**config.mk**
```make
export PLATFORM = sky130hd
export DESIGN_NAME = orot_ctrl
export DESIGN_NICKNAME = d
export VERILOG_FILES = /design/src/design/orot_pkg.sv /design/src/design/orot_ctrl.sv
export SDC_FILE = /design/constraint.sdc
export NUM_CORES = 1
export LEC_CHECK = 0
export ABC_AREA = 1
export BUFFER_PORTS_ARGS = -buffer_cell sky130_fd_sc_hd__buf_2
export CAP_MARGIN = 10
export CORE_ASPECT_RATIO = 1.25
export CORE_UTILIZATION = 47
export DETAILED_ROUTE_END_ITERATION = 8
export PLACE_DENSITY = 0.84
export SLEW_MARGIN = 20
export SYNTH_ARGS = -nofsm -noshare
export SYNTH_HDL_FRONTEND = slang
export SYNTH_SLANG_ARGS = --single-unit
export TNS_END_PERCENT = 100
```
**constraint.sdc**
```tcl
create_clock -name clk -period 1.35 [get_ports clk]
set_input_delay 0.135 -clock clk [delete_from_list [all_inputs] [get_ports clk]]
set_output_delay 0.135 -clock clk [all_outputs]
set_load 0.02 [all_outputs]
```
**src/design/orot_pkg.sv**
```systemverilog
// Shared types and constants of the octave rotation generator.
// Used by the controller, the datapath and the top level.
package orot_pkg;

	localparam int MAX_OCTAVES = 16;
	localparam int OCT_W = 5;
	localparam int CFG_IDX_W = 2;
	localparam int DIV_W = 49;
	localparam int DIV_CNT_W = 6;

	localparam logic [CFG_IDX_W-1:0] REG_WAVELENGTH = 2'd0;
	localparam logic [CFG_IDX_W-1:0] REG_LACUNARITY = 2'd1;

	localparam logic [31:0] WAVELENGTH_RESET = 32'd67108864;
	localparam logic [31:0] LACUNARITY_RESET = 32'd33554432;
	localparam logic [31:0] HASH_C1 = 32'h7feb352d;
	localparam logic [31:0] HASH_C2 = 32'h846ca68b;
	localparam logic [31:0] SEED_STEP = 32'h9E3779B9;
	localparam logic [47:0] FREQ_MAX = 48'hFFFF_FFFF_FFFF;

	localparam logic [3:0] ENTRY_LAST = 4'd8;
	localparam logic [1:0] COMP_LAST = 2'd3;

	typedef enum logic [3:0] {
		ST_IDLE,
		ST_FDIV_GO,
		ST_FDIV_WAIT,
		ST_H1,
		ST_H2,
		ST_H3,
		ST_CHECK,
		ST_EDIV_GO,
		ST_EDIV_WAIT,
		ST_EMIT,
		ST_SC1,
		ST_SC2,
		ST_SC3
	} state_t;

	typedef struct packed {
		logic       load;
		logic       freq_max;
		logic       div_go;
		logic       div_freq;
		logic       freq_load;
		logic       hash1;
		logic       hash2;
		logic       hash3;
		logic [1:0] comp;
		logic [3:0] entry;
		logic       entry_store;
		logic       emit;
		logic       last;
		logic       scale1;
		logic       scale2;
		logic       scale3;
	} cmd_t;

	typedef struct packed {
		logic div_done;
		logic all_zero;
		logic wl_zero;
	} status_t;

endpackage

```
**src/design/orot_ctrl.sv**
```systemverilog
// Controller state machine of the octave rotation generator.
// Depends on orot_pkg for the state, command and status types.
module orot_ctrl (
	input  logic                         clk,
	input  logic                         arst_n,
	input  logic                         start,
	input  logic [orot_pkg::OCT_W-1:0]   octave_total,
	input  orot_pkg::status_t            status,
	output orot_pkg::cmd_t               cmd,
	output logic                         busy
);

	orot_pkg::state_t             state_q, state_d;
	logic [1:0]                   comp_q;
	logic [3:0]                   entry_q;
	logic [orot_pkg::OCT_W-1:0]   oct_q;
	logic [orot_pkg::OCT_W-1:0]   total_q;
	logic [orot_pkg::OCT_W-1:0]   total_in;
	logic                         is_last;

	assign total_in = (octave_total > orot_pkg::OCT_W'(orot_pkg::MAX_OCTAVES)) ?
		orot_pkg::OCT_W'(orot_pkg::MAX_OCTAVES) : octave_total;
	assign is_last = (oct_q + 1'b1) == total_q;
	assign busy = state_q != orot_pkg::ST_IDLE;

	always_comb begin
		state_d = state_q;
		case (state_q)
			orot_pkg::ST_IDLE: begin
				if (start)
					state_d = (total_in == '0) ? orot_pkg::ST_IDLE : orot_pkg::ST_FDIV_GO;
			end
			orot_pkg::ST_FDIV_GO:
				state_d = status.wl_zero ? orot_pkg::ST_H1 : orot_pkg::ST_FDIV_WAIT;
			orot_pkg::ST_FDIV_WAIT:
				if (status.div_done) state_d = orot_pkg::ST_H1;
			orot_pkg::ST_H1: state_d = orot_pkg::ST_H2;
			orot_pkg::ST_H2: state_d = orot_pkg::ST_H3;
			orot_pkg::ST_H3:
				state_d = (comp_q == orot_pkg::COMP_LAST) ? orot_pkg::ST_CHECK : orot_pkg::ST_H1;
			orot_pkg::ST_CHECK:
				state_d = status.all_zero ? orot_pkg::ST_H1 : orot_pkg::ST_EDIV_GO;
			orot_pkg::ST_EDIV_GO: state_d = orot_pkg::ST_EDIV_WAIT;
			orot_pkg::ST_EDIV_WAIT: begin
				if (status.div_done)
					state_d = (entry_q == orot_pkg::ENTRY_LAST) ?
						orot_pkg::ST_EMIT : orot_pkg::ST_EDIV_GO;
			end
			orot_pkg::ST_EMIT: state_d = orot_pkg::ST_SC1;
			orot_pkg::ST_SC1: state_d = orot_pkg::ST_SC2;
			orot_pkg::ST_SC2: state_d = orot_pkg::ST_SC3;
			orot_pkg::ST_SC3: state_d = is_last ? orot_pkg::ST_IDLE : orot_pkg::ST_H1;
			default: state_d = orot_pkg::ST_IDLE;
		endcase
	end

	always_comb begin
		cmd = '0;
		cmd.comp = comp_q;
		cmd.entry = entry_q;
		cmd.last = is_last;
		case (state_q)
			orot_pkg::ST_IDLE: cmd.load = start;
			orot_pkg::ST_FDIV_GO: begin
				cmd.freq_max = status.wl_zero;
				cmd.div_go = !status.wl_zero;
				cmd.div_freq = 1'b1;
			end
			orot_pkg::ST_FDIV_WAIT: cmd.freq_load = status.div_done;
			orot_pkg::ST_H1: cmd.hash1 = 1'b1;
			orot_pkg::ST_H2: cmd.hash2 = 1'b1;
			orot_pkg::ST_H3: cmd.hash3 = 1'b1;
			orot_pkg::ST_EDIV_GO: cmd.div_go = 1'b1;
			orot_pkg::ST_EDIV_WAIT: cmd.entry_store = status.div_done;
			orot_pkg::ST_EMIT: cmd.emit = 1'b1;
			orot_pkg::ST_SC1: cmd.scale1 = 1'b1;
			orot_pkg::ST_SC2: cmd.scale2 = 1'b1;
			orot_pkg::ST_SC3: cmd.scale3 = 1'b1;
			default: cmd = '0;
		endcase
	end

	always_ff @(posedge clk or negedge arst_n) begin
		if (!arst_n) begin
			state_q <= orot_pkg::ST_IDLE;
			comp_q <= '0;
			entry_q <= '0;
			oct_q <= '0;
			total_q <= '0;
		end else begin
			state_q <= state_d;
			case (state_q)
				orot_pkg::ST_IDLE: begin
					if (start) begin
						total_q <= total_in;
						oct_q <= '0;
						comp_q <= '0;
					end
				end
				orot_pkg::ST_H3: comp_q <= comp_q + 1'b1;
				orot_pkg::ST_CHECK: entry_q <= '0;
				orot_pkg::ST_EDIV_WAIT: begin
					if (status.div_done) entry_q <= entry_q + 1'b1;
				end
				orot_pkg::ST_SC3: oct_q <= oct_q + 1'b1;
				default: ;
			endcase
		end
	end

endmodule

```
==> results of run 1 <==
## logic make-up after synthesis
group                    after synthesis  synth area share, %
AND/OR/NAND/NOR                       86                31.77
AO/OA/AOI/OAI                         32                15.36
flip-flops                            20                38.17
adder cells (fa/ha/maj)                4                3.817
buffers and inverters                 38                10.88
## repair_timing
item                                    CTS
endpoints found under the setup margin   34
gates resized for setup                 131
buffers inserted                         31
pin swaps                                25
hold buffers                              1
hold endpoints to repair                 20
## through the flow
stage	instance area, um^2	hold slack, ns	setup slack [ns]	instances	util [%]
3_3_place_gp	1719	0.1121	-0.1825	269	64.78
2_1_floorplan	1341	-0.1606	-0.1261	180	-
4_1_cts	2466	0.07244	-0.5466	303	92.93
3_5_place_dp	1719	0.1162	-0.2063	269	64.78
==> results.ini, run 1 <==
[synth]
async_reset_ff_share_pct = 100.0
ys_warn_count = 0
synthDistinctLibCells = 25
yosysSeqAreaShare_pct = 38.17
netlist_area_um2 = 1311
synth.area.top_cells = dfrtp_1 (38%), nand2_1 (10%), inv_1 (8.0%)
synth_area_leader_cell = dfrtp_1
synthCells = 180
synth_edf_count = 0
ys.flop_type = dfrtp_1
synth_top_area_share_pct = 38.17
synth-seq-cells = 20
synth_most_common_cell = nand2_1
syn_nets = 195
synth.avg_cell_area_um2 = 7.285
yosys-top-cells-count = nand2_1 (36), inv_1 (28), dfrtp_1 (20), nor2_1 (18), nand3_1 (11)

[floorplanning]
dieWidth_um = 49.25
rows = 21
boundaryPins = 32
fp.dieH_um = 61.06
start_util_pct = 49.41

[sta]
grt-worst-endpoint = cmd[3]
endpoint_type = top-level output

[grt]
grt_max_degree = 21

[clocking]
cts_root_buffer = clkbuf_4
htree_levels = 1
clkSinkCount = 20
cts_buffers = 3
clock_path_buffers = 2

[placement]
place.gp.congestion = 0.8463
dp_hpwl_um = 2602
numPortBuffers = 31

[outcome]
first-error = [ERROR DPL-0038] Utilization greater than 100%, impossible to legalize
status = aborted with a tool error
haltStage = 5_1_grt

==> run 2, diff against run 1 <==
--- a/config.mk
+++ b/config.mk
@@ -8,10 +8,10 @@
 export ABC_AREA = 1
 export BUFFER_PORTS_ARGS = -buffer_cell sky130_fd_sc_hd__buf_2
 export CAP_MARGIN = 10
-export CORE_ASPECT_RATIO = 1.25
-export CORE_UTILIZATION = 47
+export CORE_AREA = 2 2 63 65
 export DETAILED_ROUTE_END_ITERATION = 8
-export PLACE_DENSITY = 0.84
+export DIE_AREA = 0 0 65 67
+export PLACE_DENSITY_LB_ADDON = 0.15
 export SLEW_MARGIN = 20
 export SYNTH_ARGS = -nofsm -noshare
 export SYNTH_HDL_FRONTEND = slang
==> constraint.sdc (replaced) <==
create_clock -name clk -period 1.75 [get_ports clk]
set_input_delay 0.175 -clock clk [delete_from_list [all_inputs] [get_ports clk]]
set_output_delay 0.175 -clock clk [all_outputs]
set_load 0.02 [all_outputs]
==> run 2 against run 1 <==
Compared with the run above:
- synthesized cell count unchanged
- the flow now finishes, with violations (negative setup slack)
- synthesized area unchanged
==> results.ini, run 2 <==
[floorplanning]
boundaryPins = 32
rows = 22
fp.dieH_um = 67
dieWidth_um = 65
core_um2 = 3606
die-area_um2 = 4355
start_util_pct = 36.36

[routing]
drc = 0
drtPass1Iterations = 4
drt_iter0_drc = 56
totalWireLength_um = 3292
wl_met3_um = 167
routed_via_density = 4.862
wl_met2_um = 1594
wl_per_cell_um = 12.28
drtAntennaViolNets = 0
met1Wirelength_um = 1486
vias = 1303
highest_layer = met4

[layout]
fillCellCount = 364
top_regs = oct_q x5, total_q x5
layout_common_cells = nand2_1 (33), buf_2 (29), inv_1 (25)
fin_area_um2 = 1670
multi_input_area_um2 = 708.2
mostFrequentLayoutCell = nand2_1
drive_above_1_share_pct = 35.91
antenna_cells = 0
layout.cells.non_filler = 268
ff_latch_area_um2 = 504.2
fin_nets = 236
area_growth_pct = 27.39

[placement]
numPortBuffers = 31
dp_hpwl_um = 2530
place.gp.congestion = 0.8468
pre_cts_ws_ns = 0.1162
dp_cells = 260
placed_cell_area_um2 = 1534

[synth]
synth.area.top_cells = dfrtp_1 (38%), nand2_1 (10%), inv_1 (8.0%)
ys.flop_type = dfrtp_1
synth-seq-cells = 20
yosysSeqAreaShare_pct = 38.17
synthCells = 180
ys_warn_count = 0
netlist_area_um2 = 1311
syn_nets = 195
async_reset_ff_share_pct = 100.0
synth.avg_cell_area_um2 = 7.285
synthDistinctLibCells = 25
yosys-top-cells-count = nand2_1 (36), inv_1 (28), dfrtp_1 (20), nor2_1 (18), nand3_1 (11)
synth_most_common_cell = nand2_1
synth_area_leader_cell = dfrtp_1
synth_top_area_share_pct = 38.17
synth_edf_count = 0

[sta]
setup_viol = 1
setup_ws_ns = -0.1652
slew_violations = 0
clock_skew_ns = 0.009938
max_freq_mhz = 522.2
hold_viol_final = 0
tightest_slew_ns = 0.4817
whs_ns = 0.1574
slew_headroom_pct = 67.89
post-route-period-util_pct = 109.4
min_period_ns = 1.915
rsz0062_at_grt = true

[grt]
overflow = 0
grt_pass1_vias = 1223
antenna_found_initial = 0
track_usage_pct = 17.05
grt_pass1_wl_um = 5540
grt_max_degree = 21

[run]
maxCapViolCount = 0

[power]
power_density_nw_per_um2 = 1540
p_total_uw = 2572
p_leak_uw = 0.0008841
vdd_ir_drop_max_v = 0.0007963

[outcome]
violations = negative setup slack
status = complete, but fails checks

[clocking]
clk_latency_ns = 0.26
cts_root_buffer = clkbuf_8
clkSinkCount = 20
clk_pin_slew_ns = 0.08
cts_buffers = 3
tritoncts = yes
clock_path_buffers = 2
htree_levels = 1

[worst_hold_path]
hp-start = status[2]
holdPathEnd = state_q[3]$_DFFE_PN0P_
hold_path.class = in2reg
whs_path_depth = 2

[setup_path]
r2r_slack_ns = 0.19
reg2reg_depth = 12
crit_path_end_kind = output pin
rr_startpoint = oct_q[1]$_DFFE_PN0P_
r2r_end = state_q[1]$_DFFE_PN0P_
crit_fanout = 2
crit_type = reg2out
critPathRequiredTime_ns = 1.57
startpoint_type = register
worstPathArrival_ns = 1.74

[run 2: cell counts after synthesis]
No cell type changed its count.
[run 2: final cells by class]
class / instances / area share, %
multi-input combinational: 122 / 42.40
sequential: 20 / 30.19
timing repair buffer: 36 / 11.99
inverter: 38 / 8.539
tap: 48 / 3.596
clock buffer: 4 / 3.296
[run 2: how the worst max path moves through the flow]
stage | from | endpoint | slack (ns) | depth (start not counted)
after global placement | oct_q[1]$_DFFE_PN0P_ | cmd[3] | 0.14 | 10
after global routing | oct_q[1]$_DFFE_PN0P_ | cmd[3] | -0.32 | 10
final | oct_q[1]$_DFFE_PN0P_ | cmd[3] | -0.17 | 10
after CTS | oct_q[1]$_DFFE_PN0P_ | cmd[3] | -0.16 | 10
after detailed placement | oct_q[1]$_DFFE_PN0P_ | cmd[3] | 0.12 | 10
after floorplan | oct_q[0]$_DFFE_PN0P_ | cmd[3] | 0.16 | 9
[run 2: where the power goes]
group / total [uW] / internal, uW / leakage, uW / switching [uW]
logic: 1440 / 524 / 0.000593 / 919
registers: 766 / 607 / 0.000262 / 160
clock network: 363 / 200 / 0.0000288 / 163
[run 2: critical path, stage by stage, from the launching register on]
cell and delay, ns:
dfrtp_1 0.42, ha_4 0.28, inv_2 0.04, nand2_2 0.05, nand2_2 0.05, nor2_2 0.08, nand3_1 0.08, nor2_1 0.10
nand3_1 0.10, nor2_1 0.12, buf_4 0.15
[run 2: what timing repair did]
item | 4_1_cts | 5_1_grt
buffers inserted | 1 | 2
pin swaps | 0 | 8
hold buffers | 1 | 0
resized for setup | 3 | 13
setup endpoints to repair | 8 | 11
endpoints found under the hold margin | 20 | 0
[run 2: layer usage]
layer	vias up	track usage (%)
met5	-	0
met4	0	6.383
met3	4	3.885
met2	38	27.45
met1	591	22.21
li1	670	-
[run 2: cell families (layout without fill, tap and decap cells)]
logic type	after synthesis	in the layout	share of synthesized area, %
AO/OA/AOI/OAI	32	32	15.36
flip-flops	20	20	38.17
buffers and inverters	38	78	10.88
adder cells (fa/ha/maj)	4	4	3.817
AND/OR/NAND/NOR	86	86	31.77
[run 2: per-stage QoR]
step / setup TNS (ns) / utilization (%)
2_1_floorplan: 0 / -
3_5_place_dp: 0 / 42.54
4_1_cts: -0.1870 / 44.97
5_1_grt: -0.3153 / 46.32
3_3_place_gp: 0 / 42.54
6_report: -0.1652 / 46.32
No activity file was read; power rests on OpenSTA's default activity.
==> run 3, diff against run 2 <==
--- a/config.mk
+++ b/config.mk
@@ -6,11 +6,11 @@
 export NUM_CORES = 1
 export LEC_CHECK = 0
 export ABC_AREA = 1
-export BUFFER_PORTS_ARGS = -buffer_cell sky130_fd_sc_hd__buf_2
 export CAP_MARGIN = 10
 export CORE_AREA = 2 2 63 65
 export DETAILED_ROUTE_END_ITERATION = 8
 export DIE_AREA = 0 0 65 67
+export DONT_BUFFER_PORTS = 1
 export PLACE_DENSITY_LB_ADDON = 0.15
 export SLEW_MARGIN = 20
 export SYNTH_ARGS = -nofsm -noshare
==> run 3 against run 2 <==
Compared with the run above:
- the flow still finishes with violations (negative setup slack)
- first-iteration DRC count increased by 38%
- count of clock-buffer cells in the layout fell by 1
- clock skew is 0.0028 ns lower
- final cell count is 7.5% lower
- worst setup slack improved by 0.027 ns
- non-clock buffer count shrank 20
- die area unchanged
- combinational power barely moved
- sequential power rose by 0.8%
- via count fell by 3.1%
- final area fell by 2.1%
- critical path type unchanged
- largest cell class unchanged
- highest routed layer unchanged
==> results.ini, run 3 (synthesis gave the netlist of run 2 again) <==
[routing]
drc = 0
drtPass1Iterations = 4
wl_per_cell_um = 14.31
drtAntennaViolNets = 0
vias = 1262
totalWireLength_um = 3549
drt_iter0_drc = 77
routed_via_density = 5.089

[floorplanning]
die-area_um2 = 4355
start_util_pct = 36.36
dieWidth_um = 65
boundaryPins = 32
fp.dieH_um = 67
core_um2 = 3606
rows = 22

[run]
maxCapViolCount = 0

[layout]
post-route-util_pct = 45.35
mostFrequentLayoutCell = nand2_1
antenna_cells = 0
top_regs = oct_q x5, total_q x5
fin_nets = 216
area_growth_pct = 24.71
layout_common_cells = nand2_1 (36), inv_1 (26), dfrtp_1 (19)
drive_above_1_share_pct = 28.50
layout.cells.non_filler = 248

[grt]
grt_max_degree = 21
grt_pass1_vias = 1202
overflow = 0
track_usage_pct = 17.34
antenna_found_initial = 0
grt_pass1_wl_um = 5630

[clocking]
cts_buffers = 3
cts_root_buffer = clkbuf_8
clock_path_buffers = 2
clk_latency_ns = 0.27
clkSinkCount = 20
htree_levels = 1
tritoncts = yes
clk_pin_slew_ns = 0.08

[power]
p_sw_uw = 1246
p_int_uw = 1421
power_density_nw_per_um2 = 1631
power.clock.fraction_pct = 17.7
p_leak_uw = 0.0007957
pwr-share-seq_pct = 29.0
swShare_pct = 46.73
pwr-share-comb_pct = 53.3
vdd_ir_drop_max_v = 0.0004429

[sta]
tightest_slew_ns = 0.9564
max_freq_mhz = 529.6
setup_viol = 1
slew_violations = 0
rsz0062_at_grt = true
min_period_ns = 1.888
setup_ws_ns = -0.1381
clock_skew_ns = 0.007142
slew_headroom_pct = 36.03
whs_ns = 0.06362
hold_viol_final = 0
post-route-period-util_pct = 107.9

[placement]
dp_hpwl_um = 2661
place.gp.congestion = 0.8603
numPortBuffers = 0
dp_cells = 238

[setup_path]
worstPathArrival_ns = 1.71
crit_path_end_kind = output pin
crit_type = reg2out
critPathRequiredTime_ns = 1.57
startpoint_type = register
crit_fanout = 2

[outcome]
violations = negative setup slack
status = complete, but fails checks

[worst_hold_path]
hold_path.class = in2reg

[run 3: cell types whose count changed in the layout (fill, tap and decap cells not counted), moves of 2 or more]
| cell | before | now |
|---|---|---|
| buf_2 | 29 | 0 |
| nor2_1 | 17 | 12 |
| dfrtp_1 | 17 | 19 |
| nand2_2 | 7 | 4 |
| inv_2 | 13 | 11 |
| buf_4 | 6 | 13 |
| nand2_1 | 33 | 36 |
| dfrtp_2 | 3 | 1 |
| nor2_2 | 3 | 7 |
[run 3: worst max-delay path, stage by stage, from the launching register on]
cell and delay, ns:
dfrtp_1 0.42, ha_4 0.28, inv_2 0.03, nand2_1 0.04, nand2_1 0.05, nor2_1 0.08
nand3_1 0.08, nor2_1 0.11, nand3_1 0.08, nor2_1 0.11, buf_4 0.15
[run 3: cell type report]
type	count	area (um^2)
Clock buffer	3	41.29
Clock inverter	1	30.03
Fill cell	359	1971
Inverter	38	146.4
Multi-Input combinational cell	122	718.2
Sequential cell	20	501.7
Tap cell	48	60.06
Timing Repair Buffer	16	137.6
[run 3: what timing repair did]
item	CTS	global route
endpoints found under the hold margin	20	1
pin swaps	2	4
gates resized for setup	2	12
setup endpoints to repair	1	11
hold buffers	1	1
buffers inserted	2	2
[run 3: final timing paths]
kind / end / start / cells past startpoint / slack, ns
max: cmd[3] / oct_q[0]$_DFFE_PN0P_ / 10 / -0.14
min: total_q[4]$_DFFE_PN0P_ / octave_total[4] / 2 / 0.06
max reg2reg: state_q[0]$_DFFE_PN0P_ / state_q[1]$_DFFE_PN0P_ / 8 / 0.19
min reg2reg: total_q[3]$_DFFE_PN0P_ / total_q[3]$_DFFE_PN0P_ / 2 / 0.54
max in group asynchronous: state_q[0]$_DFFE_PN0P_ / arst_n / 1 / 0.60
min in group asynchronous: total_q[4]$_DFFE_PN0P_ / arst_n / 1 / 0.50
[run 3: metal layers]
layer	global-route usage (%)	vias to the layer above	part of all wire (%)
met4	6.649	0	1.9
met3	3.716	6	5.9
li1	-	623	-
met5	0	-	0
met1	21.91	585	43
met2	28.87	48	49
[run 3: through the flow]
step | TNS (ns) | instance area [um^2] | power (uW) | setup WS (ns)
6_report | -0.1381 | 1635 | 2667 | -0.1381
5_1_grt | -0.4279 | 1635 | 2883 | -0.2634
4_1_cts | -0.1700 | 1555 | 2570 | -0.1700
3_5_place_dp | 0 | 1446 | 2027 | 0.07213
3_3_place_gp | 0 | 1446 | 2009 | 0.1329
2_1_floorplan | 0 | 1311 | 1691 | 0.1577
[run 3: power groups by stage]
| stage | Combinational, uW | Clock [uW] | Sequential, uW |
|---|---|---|---|
| after floorplan | 970 | 0 | 721 |
| after global placement | 1250 | 0 | 759 |
| after detailed placement | 1260 | 0 | 766 |
| after CTS | 1330 | 489 | 753 |
| after global routing | 1580 | 514 | 792 |
| final | 1420 | 473 | 772 |
==> run 4, diff against run 3 <==
--- a/config.mk
+++ b/config.mk
@@ -8,6 +8,7 @@
 export ABC_AREA = 1
 export CAP_MARGIN = 10
 export CORE_AREA = 2 2 63 65
+export CTS_CLUSTER_DIAMETER = 150
 export DETAILED_ROUTE_END_ITERATION = 8
 export DIE_AREA = 0 0 65 67
 export DONT_BUFFER_PORTS = 1
==> constraint.sdc (replaced) <==
create_clock -name clk -period 1.95 [get_ports clk]
set_input_delay 0.195 -clock clk [delete_from_list [all_inputs] [get_ports clk]]
set_output_delay 0.195 -clock clk [all_outputs]
set_load 0.02 [all_outputs]
==> run 4 against run 3 <==
Compared with the run above:
- the run now ends clean
- routed wire length fell by 5.6%
- final cell count fell by 2.8%
- count of clock-buffer cells in the layout rose by 1
- critical endpoint unchanged
- largest cell class unchanged
- largest power group unchanged
==> results.ini, run 4 (synthesis gave the netlist of run 2 again) <==
[power]
vdd_ir_drop_max_v = 0.0004121
power_density_nw_per_um2 = 1420
p_leak_uw = 0.0007623

[grt]
grt_most_used_layer = met2
grt_pass1_vias = 1180
grt_max_degree = 21
track_usage_pct = 16.40
overflow = 0
met3_usage_pct = 4.730
antenna_found_initial = 0
grtUsageMet1_pct = 20.54
grt_pass1_wl_um = 5395
grtUsageMet2_pct = 27.19

[sta]
hold_viol_final = 0
tightest_slew_ns = 0.9640
whs_ns = 0.04339
slew_headroom_pct = 35.52
setup_ws_ns = 0.03424
rsz0062_at_grt = true
max_freq_mhz = 522.0
clock_skew_ns = 0.0007704
setup_viol = 0
post-route-period-util_pct = 98.24
min_period_ns = 1.916
tns_ns = 0
slew_violations = 0

[setup_path]
startpoint_type = register
critical-path-max-stage-delay_ns = 0.43
worstPathArrival_ns = 1.72
r2r_slack_ns = 0.36
crit_type = reg2out
r2r_end = state_q[1]$_DFFE_PN0P_
critPathBufInv = 2
crit_fanout = 3
critPathRequiredTime_ns = 1.75
reg2reg_depth = 12
crit_chain = ha_4, inv_2, nand2_1, nand2_1, nor2_1, nand3_1, nor2_1, nand3_1, nor2_1, buf_4
cp_top_family = simple AND/OR/NAND/NOR gates
rr_startpoint = oct_q[1]$_DFFE_PN0P_
cpMostUsedCell = nor2_1
crit_path_end_kind = output pin
slowest_stage = dfrtp_1

[placement]
dp_cells = 234
dp_hpwl_um = 2643
numPortBuffers = 0
place.gp.congestion = 0.8995
pre_cts_ws_ns = 0.2730

[run]
maxCapViolCount = 0

[layout]
antenna_cells = 0
layout.cells.non_filler = 241
top_regs = oct_q x5, total_q x5
layout_common_cells = nand2_1 (36), inv_1 (27), dfrtp_1 (20)
fin_nets = 209
area_growth_pct = 15.08
drive_above_1_share_pct = 22.28
mostFrequentLayoutCell = nand2_1

[routing]
totalWireLength_um = 3349
drt_iter0_drc = 92
drtPass1Iterations = 4
drc = 0
routed_via_density = 5.083
wl_per_cell_um = 13.90
drtAntennaViolNets = 0
vias = 1225

[clocking]
clock_path_buffers = 2
cts_root_buffer = clkbuf_8
clkSinkCount = 20
htree_levels = 1
clk_latency_ns = 0.26
cts_buffers = 3
tritoncts = yes
clk_pin_slew_ns = 0.08

[outcome]
status = complete, no violations

[floorplanning]
boundaryPins = 32
fp.dieH_um = 67
start_util_pct = 36.36
die-area_um2 = 4355
core_um2 = 3606
dieWidth_um = 65
rows = 22

[worst_hold_path]
whs_path_depth = 1
hp-start = status[2]
hold_path.class = in2reg
holdPathEnd = state_q[3]$_DFFE_PN0P_

run 4: cell types whose count changed in the layout (fill, tap and decap cells not counted), moves of 3 or more:
| cell | change |
|---|---|
| buf_4 | -5 |
| nor2_1 | +6 |
| nor2_4 | -3 |
| nor2_2 | -3 |
run 4: how the worst max path moves through the flow:
stage | endpoint | slack (ns) | start | cells past startpoint
2_1_floorplan | cmd[3] | 0.34 | oct_q[0]$_DFFE_PN0P_ | 9
3_3_place_gp | cmd[3] | 0.31 | oct_q[0]$_DFFE_PN0P_ | 10
3_5_place_dp | cmd[3] | 0.27 | oct_q[0]$_DFFE_PN0P_ | 10
4_1_cts | cmd[3] | 0.00001 | oct_q[1]$_DFFE_PN0P_ | 10
5_1_grt | cmd[3] | -0.1 | oct_q[1]$_DFFE_PN0P_ | 10
6_report | cmd[3] | 0.03 | oct_q[1]$_DFFE_PN0P_ | 10
run 4: timing repair:
| action | in CTS | in global routing |
|---|---|---|
| gates resized for setup | 0 | 2 |
| hold buffers | 1 | 0 |
| setup buffers | 1 | 1 |
| gates cloned | 0 | 0 |
| endpoints found under the hold margin | 20 | 0 |
| endpoints found under the setup margin | 1 | 1 |
run 4: layout make-up:
class	count	area [um^2]
tap	48	60.06
timing repair buffer	9	70.07
fill	388	2097
inverter	38	142.6
multi-input combinational	122	680.7
clock buffer	4	55.05
sequential	20	500.5
run 4: per-layer routing:
metal,vias up,part of all wire [%]
li1,609,-
met2,47,48
met3,2,7.4
met1,567,44
met4,0,0.57
met5,-,0
run 4: stage by stage:
step / power (uW) / cell area [um^2] / utilization [%]
2_1_floorplan: 1518 / 1311 / -
3_3_place_gp: 1763 / 1416 / 39.28
3_5_place_dp: 1775 / 1416 / 39.28
4_1_cts: 2120 / 1489 / 41.29
5_1_grt: 2322 / 1509 / 41.85
6_report: 2142 / 1509 / 41.85
run 4: where the power goes:
part | total (uW) | switching [uW] | internal [uW] | leakage, uW
clock | 322 | 142 | 180 | 0.0000288
sequential | 679 | 141 | 538 | 0.000266
combinational | 1140 | 765 | 376 | 0.000468
total | 2140 | 1050 | 1090 | 0.000762
